==> config.mk <==
export PLATFORM = sky130hd
export DESIGN_NAME = radix11_digit_add_sub_compare_flat
export DESIGN_NICKNAME = d
export VERILOG_FILES = /design/src/hw/rtl/r11das_pkg.sv /design/src/hw/rtl/r11das_if.sv /design/src/hw/rtl/r11das_front.sv /design/src/hw/rtl/r11das_queue.sv /design/src/hw/rtl/r11das_back.sv /design/src/hw/rtl/radix11_digit_add_sub_compare.sv /design/src/flat_wrapper.sv
export SDC_FILE = /design/constraint.sdc
export NUM_CORES = 1
export LEC_CHECK = 0
export BUFFER_PORTS_ARGS = -buffer_cell sky130_fd_sc_hd__buf_2
export CAP_MARGIN = 20
export CORE_MARGIN = 1
export CORE_UTILIZATION = 30
export CTS_CLUSTER_DIAMETER = 30
export DETAILED_ROUTE_END_ITERATION = 10
export GPL_ROUTABILITY_DRIVEN = 0
export SYNTH_ARGS = -nofsm -noshare
export SYNTH_HDL_FRONTEND = slang
export SYNTH_HIERARCHICAL = 1
export SYNTH_SLANG_ARGS = --single-unit
==> constraint.sdc <==
create_clock -name i_clk -period 4.9 [get_ports i_clk]
set_clock_uncertainty 0.05 [all_clocks]
set_input_delay 0.98 -clock i_clk [delete_from_list [all_inputs] [get_ports i_clk]]
set_output_delay 0.98 -clock i_clk [all_outputs]
set_load 0.005 [all_outputs]
==> src/hw/rtl/r11das_pkg.sv <==
// shared types, constants and digit helpers for the radix-11 add/subtract/compare block
// no dependencies
`default_nettype none

package r11das_pkg;

    localparam int MAX_DIGITS = 64;
    localparam int LEN_W      = 7;
    localparam int CHAR_W     = 8;
    localparam int VAL_W      = 4;
    localparam int SUM_W      = 5;

    localparam logic [SUM_W-1:0] RADIX = SUM_W'(11);

    localparam logic [1:0] REQ_ADD = 2'd0;
    localparam logic [1:0] REQ_SUB = 2'd1;

    localparam logic [1:0] ORD_LESS    = 2'd0;
    localparam logic [1:0] ORD_EQUAL   = 2'd1;
    localparam logic [1:0] ORD_GREATER = 2'd2;

    localparam logic [CHAR_W-1:0] CHAR_ZERO = 8'h30;
    localparam logic [CHAR_W-1:0] CHAR_ONE  = 8'h31;
    localparam logic [CHAR_W-1:0] CHAR_NINE = 8'h39;
    localparam logic [CHAR_W-1:0] CHAR_TEN  = 8'h41;

    localparam logic [VAL_W-1:0] VAL_TEN = 4'd10;

    localparam logic KIND_DIGIT   = 1'b0;
    localparam logic KIND_SUMMARY = 1'b1;

    typedef struct packed {
        logic             bad;
        logic [VAL_W-1:0] val;
    } t_dec;

    // one queued job: up to a digit, a final carry digit and a summary
    typedef struct packed {
        logic              has_digit;
        logic [CHAR_W-1:0] digit_char;
        logic              has_carry;
        logic              has_sum;
        logic [LEN_W-1:0]  digit_len;
        logic              negative;
        logic [1:0]        order;
        logic              bad_digit;
    } t_job;

    typedef struct packed {
        logic              item_kind;
        logic [CHAR_W-1:0] digit_char;
        logic [LEN_W-1:0]  digit_len;
        logic              negative;
        logic [1:0]        order;
        logic              bad_digit;
        logic              end_of_run;
    } t_res;

    function automatic t_dec decode_digit(input logic [CHAR_W-1:0] c);
        t_dec d;
        d.bad = 1'b0;
        d.val = '0;
        if (c inside {[CHAR_ZERO:CHAR_NINE]}) begin
            d.val = VAL_W'(c - CHAR_ZERO);
        end else if (c == CHAR_TEN) begin
            d.val = VAL_TEN;
        end else begin
            d.bad = 1'b1;
        end
        return d;
    endfunction

    function automatic logic [CHAR_W-1:0] encode_digit(input logic [VAL_W-1:0] v);
        logic [CHAR_W-1:0] c;
        c = (v == VAL_TEN) ? CHAR_TEN : (CHAR_ZERO + CHAR_W'(v));
        return c;
    endfunction

endpackage

`default_nettype wire

==> src/hw/rtl/r11das_if.sv <==
// valid/ready channel interfaces for the request and result streams
// depends on r11das_pkg for field widths
`default_nettype none

interface r11das_req_if;
    logic                            valid;
    logic                            ready;
    logic [1:0]                      req_type;
    logic [r11das_pkg::CHAR_W-1:0]   lhs_digit;
    logic [r11das_pkg::CHAR_W-1:0]   rhs_digit;
    logic                            first_digit;
    logic                            last_digit;

    modport source (output valid, req_type, lhs_digit, rhs_digit, first_digit, last_digit,
                    input ready);
    modport sink (input valid, req_type, lhs_digit, rhs_digit, first_digit, last_digit,
                  output ready);
endinterface

interface r11das_res_if;
    logic                            valid;
    logic                            ready;
    logic                            item_kind;
    logic [r11das_pkg::CHAR_W-1:0]   digit_char;
    logic [r11das_pkg::LEN_W-1:0]    digit_len;
    logic                            negative;
    logic [1:0]                      order;
    logic                            bad_digit;
    logic                            end_of_run;

    modport source (output valid, item_kind, digit_char, digit_len, negative, order,
                    bad_digit, end_of_run, input ready);
    modport sink (input valid, item_kind, digit_char, digit_len, negative, order,
                  bad_digit, end_of_run, output ready);
endinterface

`default_nettype wire

==> src/hw/rtl/r11das_front.sv <==
// front end: accepts digit pairs, runs carry/borrow, order and length state, builds jobs
// depends on r11das_pkg and r11das_req_if
`default_nettype none

module r11das_front (
    input  wire logic              i_clk,
    input  wire logic              i_rst_n,
    r11das_req_if.sink             i_req,
    output logic                   o_push_valid,
    input  wire logic              i_push_ready,
    output r11das_pkg::t_job       o_push_job
);

    logic                                r_carry;
    logic [1:0]                          r_order;
    logic [r11das_pkg::LEN_W-1:0]        r_pos;
    logic [r11das_pkg::LEN_W-1:0]        r_hnz;
    logic                                r_bad;

    logic                                n_carry;
    logic [1:0]                          n_order;
    logic [r11das_pkg::LEN_W-1:0]        n_pos;
    logic [r11das_pkg::LEN_W-1:0]        n_hnz;
    logic                                n_bad;

    r11das_pkg::t_dec                    dec_l;
    r11das_pkg::t_dec                    dec_r;
    logic [r11das_pkg::SUM_W-1:0]        sum;
    logic [r11das_pkg::SUM_W-1:0]        sub;
    logic [r11das_pkg::VAL_W-1:0]        dval;
    logic                                in_range;
    logic                                is_add;
    logic                                is_sub;
    logic                                accept;
    r11das_pkg::t_job                    job;

    assign is_add = (i_req.req_type == r11das_pkg::REQ_ADD);
    assign is_sub = (i_req.req_type == r11das_pkg::REQ_SUB);
    assign dec_l  = r11das_pkg::decode_digit(i_req.lhs_digit);
    assign dec_r  = r11das_pkg::decode_digit(i_req.rhs_digit);

    always_comb begin
        // a first mark starts from cleared state
        n_carry = i_req.first_digit ? 1'b0 : r_carry;
        n_order = i_req.first_digit ? r11das_pkg::ORD_EQUAL : r_order;
        n_pos   = i_req.first_digit ? '0 : r_pos;
        n_hnz   = i_req.first_digit ? '0 : r_hnz;
        n_bad   = i_req.first_digit ? 1'b0 : r_bad;

        in_range = (n_pos < r11das_pkg::LEN_W'(r11das_pkg::MAX_DIGITS));
        sum  = r11das_pkg::SUM_W'(dec_l.val) + r11das_pkg::SUM_W'(dec_r.val)
             + r11das_pkg::SUM_W'(n_carry);
        sub  = r11das_pkg::SUM_W'(dec_r.val) + r11das_pkg::SUM_W'(n_carry);
        dval = '0;
        job  = '0;

        if (in_range) begin
            if (dec_l.val > dec_r.val) begin
                n_order = r11das_pkg::ORD_GREATER;
            end else if (dec_l.val < dec_r.val) begin
                n_order = r11das_pkg::ORD_LESS;
            end
            if (dec_l.bad || dec_r.bad) begin
                n_bad = 1'b1;
            end
            if (is_add) begin
                n_carry = (sum >= r11das_pkg::RADIX);
                dval    = n_carry ? r11das_pkg::VAL_W'(sum - r11das_pkg::RADIX)
                                  : r11das_pkg::VAL_W'(sum);
            end else if (is_sub) begin
                if (r11das_pkg::SUM_W'(dec_l.val) >= sub) begin
                    dval    = r11das_pkg::VAL_W'(r11das_pkg::SUM_W'(dec_l.val) - sub);
                    n_carry = 1'b0;
                end else begin
                    dval    = r11das_pkg::VAL_W'(r11das_pkg::SUM_W'(dec_l.val)
                                                 + r11das_pkg::RADIX - sub);
                    n_carry = 1'b1;
                end
            end
            if (is_add || is_sub) begin
                if (dval != '0) begin
                    n_hnz = n_pos + r11das_pkg::LEN_W'(1);
                end
                job.has_digit  = 1'b1;
                job.digit_char = r11das_pkg::encode_digit(dval);
            end
            n_pos = n_pos + r11das_pkg::LEN_W'(1);
        end

        if (i_req.last_digit) begin
            job.has_sum   = 1'b1;
            job.order     = n_order;
            job.bad_digit = n_bad;
            if (is_add) begin
                if (n_carry) begin
                    job.has_carry = 1'b1;
                    n_hnz         = n_pos + r11das_pkg::LEN_W'(1);
                end
                job.digit_len = n_hnz;
            end else if (is_sub) begin
                job.negative  = n_carry;
                job.digit_len = n_carry ? '0 : n_hnz;
            end
        end
    end

    assign i_req.ready  = i_push_ready;
    assign accept       = i_req.valid && i_push_ready;
    assign o_push_valid = accept && (job.has_digit || job.has_sum);
    assign o_push_job   = job;

    always_ff @(posedge i_clk) begin
        if (!i_rst_n) begin
            r_carry <= 1'b0;
            r_order <= r11das_pkg::ORD_EQUAL;
            r_pos   <= '0;
            r_hnz   <= '0;
            r_bad   <= 1'b0;
        end else if (accept) begin
            if (i_req.last_digit) begin
                r_carry <= 1'b0;
                r_order <= r11das_pkg::ORD_EQUAL;
                r_pos   <= '0;
                r_hnz   <= '0;
                r_bad   <= 1'b0;
            end else begin
                r_carry <= n_carry;
                r_order <= n_order;
                r_pos   <= n_pos;
                r_hnz   <= n_hnz;
                r_bad   <= n_bad;
            end
        end
    end

endmodule

`default_nettype wire

==> src/hw/rtl/r11das_queue.sv <==
// two-entry job queue between the front end and the result sequencer
// depends on r11das_pkg
`default_nettype none

module r11das_queue (
    input  wire logic              i_clk,
    input  wire logic              i_rst_n,
    input  wire logic              i_push_valid,
    output logic                   o_push_ready,
    input  r11das_pkg::t_job       i_push_job,
    output logic                   o_pop_valid,
    input  wire logic              i_pop,
    output r11das_pkg::t_job       o_pop_job
);

    r11das_pkg::t_job r_mem [2];
    logic             r_wptr;
    logic             r_rptr;
    logic [1:0]       r_count;
    logic             push;
    logic             pop;

    assign o_push_ready = (r_count != 2'd2);
    assign o_pop_valid  = (r_count != 2'd0);
    assign o_pop_job    = r_mem[r_rptr];
    assign push         = i_push_valid && o_push_ready;
    assign pop          = i_pop && o_pop_valid;

    always_ff @(posedge i_clk) begin
        if (push) begin
            r_mem[r_wptr] <= i_push_job;
        end
    end

    always_ff @(posedge i_clk) begin
        if (!i_rst_n) begin
            r_wptr  <= 1'b0;
            r_rptr  <= 1'b0;
            r_count <= 2'd0;
        end else begin
            if (push) begin
                r_wptr <= ~r_wptr;
            end
            if (pop) begin
                r_rptr <= ~r_rptr;
            end
            case ({push, pop})
                2'b10:   r_count <= r_count + 2'd1;
                2'b01:   r_count <= r_count - 2'd1;
                default: r_count <= r_count;
            endcase
        end
    end

endmodule

`default_nettype wire

==> src/hw/rtl/r11das_back.sv <==
// back end: walks each queued job and sends its digit, carry digit and summary items
// depends on r11das_pkg and r11das_res_if
`default_nettype none

module r11das_back (
    input  wire logic              i_clk,
    input  wire logic              i_rst_n,
    input  wire logic              i_job_valid,
    input  r11das_pkg::t_job       i_job,
    output logic                   o_pop,
    r11das_res_if.source           o_res
);

    logic              r_valid;
    r11das_pkg::t_res  r_res;
    logic [1:0]        r_done;   // digit sent, carry digit sent

    logic              pend_dig;
    logic              pend_car;
    logic              more;
    logic              load;
    r11das_pkg::t_res  n_res;
    logic [1:0]        n_done;

    assign pend_dig = i_job.has_digit && !r_done[0];
    assign pend_car = i_job.has_carry && !r_done[1];
    assign load     = i_job_valid && (!r_valid || o_res.ready);

    always_comb begin
        n_res  = '0;
        n_done = r_done;
        more   = 1'b0;
        if (pend_dig) begin
            n_res.item_kind  = r11das_pkg::KIND_DIGIT;
            n_res.digit_char = i_job.digit_char;
            more             = i_job.has_carry || i_job.has_sum;
            n_done[0]        = 1'b1;
        end else if (pend_car) begin
            n_res.item_kind  = r11das_pkg::KIND_DIGIT;
            n_res.digit_char = r11das_pkg::CHAR_ONE;
            more             = i_job.has_sum;
            n_done[1]        = 1'b1;
        end else begin
            n_res.item_kind = r11das_pkg::KIND_SUMMARY;
            n_res.digit_len = i_job.digit_len;
            n_res.negative  = i_job.negative;
            n_res.order     = i_job.order;
            n_res.bad_digit = i_job.bad_digit;
        end
        n_res.end_of_run = !more;
        if (!more) begin
            n_done = 2'b00;
        end
    end

    assign o_pop = load && !more;

    always_ff @(posedge i_clk) begin
        if (load) begin
            r_res <= n_res;
        end
    end

    always_ff @(posedge i_clk) begin
        if (!i_rst_n) begin
            r_valid <= 1'b0;
            r_done  <= 2'b00;
        end else begin
            if (load) begin
                r_valid <= 1'b1;
                r_done  <= n_done;
            end else if (o_res.ready) begin
                r_valid <= 1'b0;
            end
        end
    end

    assign o_res.valid      = r_valid;
    assign o_res.item_kind  = r_res.item_kind;
    assign o_res.digit_char = r_res.digit_char;
    assign o_res.digit_len  = r_res.digit_len;
    assign o_res.negative   = r_res.negative;
    assign o_res.order      = r_res.order;
    assign o_res.bad_digit  = r_res.bad_digit;
    assign o_res.end_of_run = r_res.end_of_run;

endmodule

`default_nettype wire

==> src/hw/rtl/radix11_digit_add_sub_compare.sv <==
// Radix-11 digit-serial adder, subtractor and comparator. Each request item carries one
// digit position of both operands, least significant first; add and subtract give one
// result digit per position, the last position adds a final carry digit (add, if a
// carry is left) and a summary item with length, negative flag, numeric order and
// bad-character flag. A new request is taken every cycle while the two-entry job queue
// has room; results leave at one per cycle from a registered output while the receiver
// is ready, so a position that makes one result sustains one item per cycle and a last
// position can make up to three result items. The first result of a request passes
// through the job queue, then the output register. Digits past MAX_DIGITS are ignored.
// depends on r11das_pkg, r11das_if, r11das_front, r11das_queue, r11das_back
`default_nettype none

module radix11_digit_add_sub_compare (
    input  wire logic        i_clk,
    input  wire logic        i_rst_n,
    r11das_req_if.sink       i_req,
    r11das_res_if.source     o_res
);

    logic              push_valid;
    logic              push_ready;
    r11das_pkg::t_job  push_job;
    logic              job_valid;
    logic              pop;
    r11das_pkg::t_job  job;

    r11das_front u_front (
        .i_clk        (i_clk),
        .i_rst_n      (i_rst_n),
        .i_req        (i_req),
        .o_push_valid (push_valid),
        .i_push_ready (push_ready),
        .o_push_job   (push_job)
    );

    r11das_queue u_queue (
        .i_clk        (i_clk),
        .i_rst_n      (i_rst_n),
        .i_push_valid (push_valid),
        .o_push_ready (push_ready),
        .i_push_job   (push_job),
        .o_pop_valid  (job_valid),
        .i_pop        (pop),
        .o_pop_job    (job)
    );

    r11das_back u_back (
        .i_clk       (i_clk),
        .i_rst_n     (i_rst_n),
        .i_job_valid (job_valid),
        .i_job       (job),
        .o_pop       (pop),
        .o_res       (o_res)
    );

endmodule

`default_nettype wire

==> src/flat_wrapper.sv <==
// flat-port wrapper written by rule: the top's interface ports become plain ports
module radix11_digit_add_sub_compare_flat 
  (i_clk, i_rst_n, i_req_valid, i_req_req_type, i_req_lhs_digit, i_req_rhs_digit, i_req_first_digit, i_req_last_digit, i_req_ready, o_res_valid, o_res_item_kind, o_res_digit_char, o_res_digit_len, o_res_negative, o_res_order, o_res_bad_digit, o_res_end_of_run, o_res_ready);
  r11das_req_if i_req_i ();
  r11das_res_if o_res_i ();
  input  wire logic i_clk;
  input  wire logic i_rst_n;
  input wire logic [$bits(i_req_i.valid)-1:0] i_req_valid;
  input wire logic [$bits(i_req_i.req_type)-1:0] i_req_req_type;
  input wire logic [$bits(i_req_i.lhs_digit)-1:0] i_req_lhs_digit;
  input wire logic [$bits(i_req_i.rhs_digit)-1:0] i_req_rhs_digit;
  input wire logic [$bits(i_req_i.first_digit)-1:0] i_req_first_digit;
  input wire logic [$bits(i_req_i.last_digit)-1:0] i_req_last_digit;
  output wire logic [$bits(i_req_i.ready)-1:0] i_req_ready;
  output wire logic [$bits(o_res_i.valid)-1:0] o_res_valid;
  output wire logic [$bits(o_res_i.item_kind)-1:0] o_res_item_kind;
  output wire logic [$bits(o_res_i.digit_char)-1:0] o_res_digit_char;
  output wire logic [$bits(o_res_i.digit_len)-1:0] o_res_digit_len;
  output wire logic [$bits(o_res_i.negative)-1:0] o_res_negative;
  output wire logic [$bits(o_res_i.order)-1:0] o_res_order;
  output wire logic [$bits(o_res_i.bad_digit)-1:0] o_res_bad_digit;
  output wire logic [$bits(o_res_i.end_of_run)-1:0] o_res_end_of_run;
  input wire logic [$bits(o_res_i.ready)-1:0] o_res_ready;
  assign i_req_i.valid = i_req_valid;
  assign i_req_i.req_type = i_req_req_type;
  assign i_req_i.lhs_digit = i_req_lhs_digit;
  assign i_req_i.rhs_digit = i_req_rhs_digit;
  assign i_req_i.first_digit = i_req_first_digit;
  assign i_req_i.last_digit = i_req_last_digit;
  assign i_req_ready = i_req_i.ready;
  assign o_res_valid = o_res_i.valid;
  assign o_res_item_kind = o_res_i.item_kind;
  assign o_res_digit_char = o_res_i.digit_char;
  assign o_res_digit_len = o_res_i.digit_len;
  assign o_res_negative = o_res_i.negative;
  assign o_res_order = o_res_i.order;
  assign o_res_bad_digit = o_res_i.bad_digit;
  assign o_res_end_of_run = o_res_i.end_of_run;
  assign o_res_i.ready = o_res_ready;
  radix11_digit_add_sub_compare u_core (.i_clk(i_clk), .i_rst_n(i_rst_n), .i_req(i_req_i), .o_res(o_res_i));
endmodule
# Word-level counts from Yosys, hierarchy flattened
# Memory sizes are Yosys's and may differ from the RTL's. A register that Yosys moved wholly into a read port is not among the register bits.
# Index checks and enable logic that the tools add are counted.
# Widths: inputs -> output; s select.
dict set report totals {
  ff_bits 46
  ramBits 44
  input_bits 24
  out_inout_bits 23
  mem_count 1
}
dict set report classes {
  addsub 14
  order_cmp 9
  eq_ne 10
  mux 63
  bitwise_logic 2
  n_reduce_logical 27
}
# name words word_bits read_ports rd_ports_with_merged_regs write_ports line
set mem_list {}
lappend mem_list {u_core.u_queue.r_mem 2 22 1 1 1 r11das_queue.sv:16} ;# r11das_pkg::t_job r_mem [2];
# operator n
set ops {}
lappend ops {{$mux 7} 12}
lappend ops {{$mux 4} 9}
lappend ops {{$mux 1} 29}
lappend ops {{$mux 9} 2}
lappend ops {{$eq 8x7->1 const B} 2}
lappend ops {{$ge 8x6->1 const B} 2}
lappend ops {{$le 8x6->1 const B} 2}
lappend ops {{$mux 8} 2}
lappend ops {{$add 7x1->7 const B} 2}
lappend ops {{$mux 13} 1}
lappend ops {{$mux 2} 6}
lappend ops {{$logic_and 1x1->1} 10}
lappend ops {{$ne 2x2->1 const B} 4}
lappend ops {{$sub 4x1->4 const B} 2}
lappend ops {{$sub 4x4->4} 2}
lappend ops {{$add 6x4->7 const A} 1}
lappend ops {{$lt 7x7->1 const B} 1}
lappend ops {{$mux 6} 1}
lappend ops {{$reduce_bool 2->1} 3}
lappend ops {{$add 4x1->5} 1}
lappend ops {{$add 4x4->5} 1}
lappend ops {{$add 5x1->5} 1}
lappend ops {{$ge 4x5->1} 1}
lappend ops {{$ge 5x4->1 const B} 1}
lappend ops {{other kinds (18)} 27}

# Logic depth before layout (Yosys ltp)
# Gate-level depths: netlist of run 1.
dict set report logic_depth {
  depth_word 22
  ltp_mapped 20
  depth_no_buf 19
}

# By module
# The synthesis of run 1 kept the hierarchy.
# mod instances cells_per_inst area_per_inst_um2 seq_area_each_um2
set by_module_without_submodules {}
lappend by_module_without_submodules {r11das_front 1 326 2456.1 360.3}
lappend by_module_without_submodules {r11das_queue 1 92 1814.2 1421.4}
lappend by_module_without_submodules {r11das_back 1 70 989.7 690.7}

# Worst setup path before layout of run 1
# No wires, ideal clock.
dict set report synth_timing {
  path_kind {input to register}
  from {input port i_req_rhs_digit[4]}
  to {memory u_core/u_queue/r_mem[0][18] (netlist bit) (data pin)}
  setup_time_ns 0.252
  arrival_time_ns 4.502
  setup_slack_ns 0.096
  path_stages 17
  path_cell_list {nor4b_1 > a21oi_1 > nor4_1 > a22o_1 > ha_1 > xnor2_1 > ha_1 > fa_1 > xor2_1 > a311oi_1 > o21ai_0 > nand2_1 > a211o_1 > or3b_2 > nand2_1 > inv_1 > buf_4}
}
# element line
set synth_rtl {}
lappend synth_rtl {{from (decl)} flat_wrapper.sv:11} ;# input wire logic [$bits(i_req_i.rhs_digit)-1:0] i_req_rhs_digit;
lappend synth_rtl {{to (decl)} r11das_queue.sv:16}

==> results of run 1 <==
==> registers in the layout (all words and copies together), names as in the netlist, 2 cells and up, named ones only <==
signal and flops:
u_core/u_back/o_res.digit_char 8, u_core/u_back/r_done 2, u_core/u_back/o_res.order 2, u_core/u_front/r_pos 7, u_core/u_queue/r_count 2, u_core/u_queue/r_mem 44
u_core/u_front/r_hnz 7, u_core/u_back/o_res.digit_len 7, u_core/u_front/r_order 2
==> metrics by stage <==
stage                     setup TNS [ps]  instance area [sq um]
after floorplan                        0                   5260
after global placement             -72.2                   6000
after detailed placement           -2580                   6000
after CTS                              0                   6300
after global routing                   0                   6360
final                                  0                   6360
==> final timing paths <==
path / from / end / slack (ps) / depth (start not counted)
max: i_req_lhs_digit[1] / u_core/u_queue/r_mem[0][6] / 250 / 18
min: u_core/u_front/r_hnz[3] / u_core/u_front/r_hnz[3] / 420 / 1
max reg2reg: u_core/u_front/r_carry / u_core/u_queue/r_mem[0][8] / 990 / 18
min reg2reg: u_core/u_front/r_hnz[3] / u_core/u_front/r_hnz[3] / 420 / 1
==> worst max-delay path: cells and delay by family <==
kind / cells / cell delay [ps]
XOR/XNOR: 1 / 150
AO/OA/AOI/OAI: 7 / 1390
AND/OR/NAND/NOR: 3 / 580
buffers and inverters: 5 / 690
adder cells (fa/ha/maj): 2 / 910
==> what timing repair did <==
action | CTS | global route
setup endpoints to repair | 0 | 31
endpoints found under the hold margin | 0 | 0
setup buffers | 0 | 2
gates resized for setup | 0 | 8
==> layer usage <==
metal,vias to the layer above,share of wire (%)
li1,1965,-
met1,1800,46
met2,87,48
met3,20,3.9
met4,0,2.2
met5,-,0
==> cell usage in the layout (no fill, tap or decap), drive strengths merged, types with 6 or more instances in the layout <==
| cell | n |
|---|---|
| ha | 21 |
| nand2 | 24 |
| o22ai | 7 |
| o21ai | 18 |
| edfxtp | 65 |
| nand4 | 6 |
| clkbuf | 9 |
| a211o | 6 |
| a21oi | 10 |
| inv | 36 |
| dfxtp | 26 |
| nor2 | 38 |
| xnor2 | 9 |
| nor2b | 21 |
| buf | 90 |
| a22oi | 7 |
| nand2b | 10 |
| nand3 | 9 |
| mux2 | 23 |
| and2 | 26 |
| nor3 | 7 |
| xor2 | 6 |
| or3 | 6 |
==> Yosys cell counts, drive strengths merged, types with 3 or more instances <==
cell,count,area share (%)
edfxtp,65,37
a22o,3,0.50
or3,6,0.71
a2bb2oi,3,0.50
inv,32,2.3
buf,11,1.5
mux2,23,4.9
o21ai,18,1.7
a32o,4,0.76
o21a,4,0.57
nand2b,10,1.3
dfxtp,26,9.9
nand4,6,0.71
nor2,38,2.9
a211o,6,1.0
clkbuf,5,0.36
a21oi,10,0.95
ha,21,5.0
o22ai,7,0.83
and2,26,3.1
a22oi,7,1.0
o31ai,5,0.81
a311oi,3,0.50
a21boi,4,0.78
nor3,7,0.67
and3,5,0.59
nor2b,21,2.5
mux2i,4,0.76
nand2,24,1.7
a211oi,4,0.67
a21o,4,0.57
fa,5,1.9
nand3,9,0.86
or2,3,0.36
a31oi,4,0.76
xnor2,9,1.5
xor2,6,1.0
nor4,5,0.59
==> power groups by stage <==
| stage | Clock [mW] | Sequential [mW] | Combinational (mW) |
|---|---|---|---|
| floorplan | 0 | 1.11 | 0.378 |
| global placement | 0 | 1.09 | 0.588 |
| detailed placement | 0 | 1.10 | 0.599 |
| CTS | 0.676 | 1.08 | 0.603 |
| global route | 0.701 | 1.10 | 0.666 |
| finish | 0.659 | 1.08 | 0.600 |
==> cell families after synthesis <==
| kind of cell | share of synthesized area (%) |
|---|---|
| AND/OR/NAND/NOR | 18.4 |
| other | 0.0713 |
| adder cells (fa/ha/maj) | 6.90 |
| flip-flops | 47.0 |
| XOR/XNOR | 2.50 |
| AO/OA/AOI/OAI | 15.2 |
| buffers and inverters | 4.16 |
| multiplexers | 5.69 |
==> area by class of cell <==
type / instances / area [sq um]
tap: 225 / 282
clock buffer: 9 / 225
fill: 1694 / 10900
sequential: 91 / 2470
inverter: 33 / 124
timing repair buffer: 90 / 573
clock inverter: 7 / 67.6
multi-input combinational: 348 / 2610
==> impl_metrics.ini, run 1 <==
[floorplanning]
die_area_sq_um = 18100
dieHeight_microns = 134
row_count = 48
die_width_microns = 134
initial_core_util_pct = 30.5
io_pins = 47
core-area_sq_um = 17200

[timing]
timing.final.ws_setup_ps = 251
slew_violations = 0
period_share_pct = 94.9
min_period_ps = 4650
finalHoldViolCount = 0
maxSlewHeadroom_pct = 40.3
setup_viol = 0
tightestPinTransition_ps = 895
max_freq_mhz = 215
hold_slack_ps = 419
rsz0062_at_grt = false

[layout]
diodes = 0
drive_gt1_share_pct = 26.1
area_growth_pct = 20.9
layout.nets = 623
utilization_pct = 36.9
final_cells = 803

[setup_path]
crit_fanout = 9
max_stage_delay_ps = 470
crit_required_ps = 4950
endpoint_kind = flop
slowest_stage = fa_1
startpoint_type = input port
arrival_ps = 4700
crit_chain = buf_2, o21ai_0, nor2b_1, and2_1, inv_1, fa_1, fa_1, buf_4, xor2_1, buf_4, nor3_1, o31ai_1, a221oi_1, a211o_1, a31oi_4, buf_12, a2bb2oi_1, o32ai_1
path_class = input port to flop

[global_route]
grt_pass1_vias = 3903
overflow = 0
antenna_found_initial = 1
grt_most_used_layer = met2
grt_pass1_wl_microns = 18800
met1_usage_pct = 16.3
use_met2_pct = 22.4
grtUsageTotal_pct = 13.0
grtUsageMet3_pct = 1.66
grt_max_degree = 24

[clocking]
cts-buffers-inserted = 9
clk_path_buf_depth = 2
holdBufCountCts = 0
cts_num_sinks = 91
cts_tree = built
clkTransAtPathRegs_ps = 70
htreeDepth = 3
root_buffer = clkbuf_16
clock_latency_ps = 340

[worst_hold_path]
hp-class = flop to flop

[power_and_ir_drop]
p_int_mw = 1.66
pwr-share-comb_pct = 25.6
p_leak_nw = 2.44
swShare_pct = 28.9
p_switching_mw = 0.678
totalPowerFinal_mw = 2.34
power_frac_clock_pct = 28.2
cellPowerDensity_nw_per_um2 = 368
seq_power_share_pct = 46.2
vdd_drop_max_uv = 210

[synth]
ys_async_sr_fraction_pct = 0
syn-num-nets = 538
syn_area_per_cell_sq_um = 10.8
yosys_warnings = 6
yosysSeqAreaShare_pct = 47.0
synth_edf_count = 65
ys.flop_type = edfxtp_1
synth_area_sq_um = 5260
ys_ff_latch = 91
synth_cell_types = 73
synthCells = 488

[routing]
drt_iter0_drc = 244
drc = 0
antenna_left = 0
routedWlPerCell_microns = 14.0
num_vias = 3872
dr.pass1.iters = 4
vias_per_cell = 4.82
wirelength_microns = 11200

[place]
place.port_buffers = 46
place_inst = 785
post-dp-hpwl_microns = 8530
place_ws_ps = -177

[job]
cap_violations = 0

[status]
status = finished, final reports clean
Power figures use the tool's default switching activity.
==> run 2, diff against run 1 <==
Settings changed: CTS_BUF_LIST set to sky130_fd_sc_hd__clkbuf_8.
Clock period 4.9 ns to 5.4 ns, I/O delays scaled along.
==> impl_metrics.ini, run 2 (synthesis gave the netlist of run 1 again) <==
[status]
status = finished, final reports clean

[setup_path]
startpoint_type = input port
arrival_ps = 5070
reg2reg_from = u_core/u_front/r_carry
crit_required_ps = 5420
slowest_stage = fa_1
rr_worst_depth = 15
endpoint_kind = flop
max_stage_delay_ps = 520
ff2ff_setup_slack_ps = 1360
crit_fanout = 9
r2r-end = u_core/u_queue/r_mem[0][5]
crit_chain = buf_2, o21ai_0, nor2b_1, and2_1, inv_1, fa_1, fa_1, inv_1, ha_1, nor2_1, or4_1, a211o_1, a21boi_4, a31oi_4, a2bb2oi_1, o21ai_0
path_class = input port to flop

[timing]
setup_viol = 0
period_share_pct = 93.4
timing.final.ws_setup_ps = 354
finalHoldViolCount = 0
rsz0062_at_grt = false
slew_violations = 0
maxSlewHeadroom_pct = 31.4
hold_slack_ps = 434
tightestPinTransition_ps = 1030
min_period_ps = 5050
max_freq_mhz = 198

[global_route]
overflow = 0
grtUsageMet3_pct = 1.97
use_met2_pct = 21.5
grt_pass1_vias = 3606
met1_usage_pct = 15.2
grt_pass1_wl_microns = 17600
grt_max_degree = 24
grt_most_used_layer = met2
grtUsageTotal_pct = 12.4
antenna_found_initial = 0

[layout]
area_growth_pct = 12.6
final_cell_mix = edfxtp_1, buf_2, nor2_1
final_common_cell = edfxtp_1
largest_reg_flops = 44
drive_gt1_share_pct = 20.0
layout.nets = 584
utilization_pct = 34.4
fillCellCount = 1733
top_register = u_core/u_queue/r_mem
diodes = 0

[place]
place.port_buffers = 46
post-dp-hpwl_microns = 8270
place_ws_ps = -105

[floorplanning]
die_area_sq_um = 18100
initial_core_util_pct = 30.5
core-area_sq_um = 17200
dieHeight_microns = 134
row_count = 48
io_pins = 47
die_width_microns = 134

[power_and_ir_drop]
swShare_pct = 29.2
p_leak_nw = 2.19
power_frac_clock_pct = 22.9
pwr-share-comb_pct = 26.1
totalPowerFinal_mw = 1.95
vdd_drop_max_uv = 172
p_int_mw = 1.38
p_switching_mw = 0.568
cellPowerDensity_nw_per_um2 = 328
seq_power_share_pct = 51.0

[routing]
drc = 0
antenna_left = 0
dr.pass1.iters = 5
routedWlPerCell_microns = 14.4
wirelength_microns = 11000
num_vias = 3783
vias_per_cell = 4.95
drt_iter0_drc = 216

[clocking]
root_buffer = clkbuf_8
cts_num_sinks = 91
htreeDepth = 3
cts-buffers-inserted = 9
clkTransAtPathRegs_ps = 80
holdBufCountCts = 0
post_cts.repair.setup_buffers = 0
cts_resized = 0
clk_path_buf_depth = 2
clock_latency_ps = 350
cts_tree = built

[job]
cap_violations = 0

[worst_hold_path]
hold_end = u_core/u_front/r_hnz[1]
hp-class = flop to flop
hp-start = u_core/u_front/r_hnz[1]
hold_depth = 2
==> run 2: cell types whose count changed in the layout (fill, tap and decap cells not counted), sizes merged <==
cell      delta
buf         -39
bufinv       +1
clkinvlp     +2
inv          -3
==> run 2: how the worst max path moves through the flow <==
| stage | startpoint | end | depth (start not counted) | slack [ps] |
|---|---|---|---|---|
| 6_report | i_req_lhs_digit[1] | u_core/u_queue/r_mem[0][5] | 16 | 350 |
| 5_1_grt | i_req_lhs_digit[7] | u_core/u_queue/r_mem[1][5] | 16 | 80 |
| 4_1_cts | i_req_lhs_digit[7] | u_core/u_queue/r_mem[0][5] | 16 | 280 |
| 3_5_place_dp | i_req_lhs_digit[7] | u_core/u_queue/r_mem[0][5] | 16 | -100 |
| 3_3_place_gp | i_req_lhs_digit[1] | u_core/u_queue/r_mem[0][5] | 15 | 50 |
| 2_1_floorplan | i_req_rhs_digit[4] | u_core/u_queue/r_mem[0][18] | 17 | 500 |
==> run 2: worst max-delay path: cells and delay by family <==
family                   cells  cell delay [ps]
AO/OA/AOI/OAI                6             1500
AND/OR/NAND/NOR              4              890
buffers and inverters        3              340
adder cells (fa/ha/maj)      3             1250
==> run 2: power groups by stage <==
stage | logic, mW | registers [mW] | clock network, mW
after detailed placement | 0.513 | 1.01 | 0
final | 0.507 | 0.993 | 0.445
after global routing | 0.562 | 1.01 | 0.490
after CTS | 0.516 | 0.996 | 0.463
after global placement | 0.505 | 1.01 | 0
after floorplan | 0.343 | 1.01 | 0
==> run 2: layer usage <==
layer	up-vias	part of all wire, %
met3	13	5.9
li1	1880	-
met4	0	1.6
met5	-	0
met2	137	47
met1	1753	45
==> run 2: cell type report <==
| type | count | area [sq um] | share of cell area [%] |
|---|---|---|---|
| clock buffer | 9 | 124 | 2.09 |
| tap | 225 | 282 | 4.75 |
| timing repair buffer | 51 | 268 | 4.52 |
| clock inverter | 7 | 70.1 | 1.18 |
| multi-input combinational | 348 | 2580 | 43.6 |
| inverter | 33 | 124 | 2.09 |
| sequential | 91 | 2470 | 41.7 |
==> run 2: through the flow <==
step	std cells	setup TNS [ps]	instance area, sq um
finish	764	0	5920
global route	764	0	5920
CTS	764	0	5910
detailed placement	748	-595	5710
global placement	748	0	5710
floorplan	488	0	5260
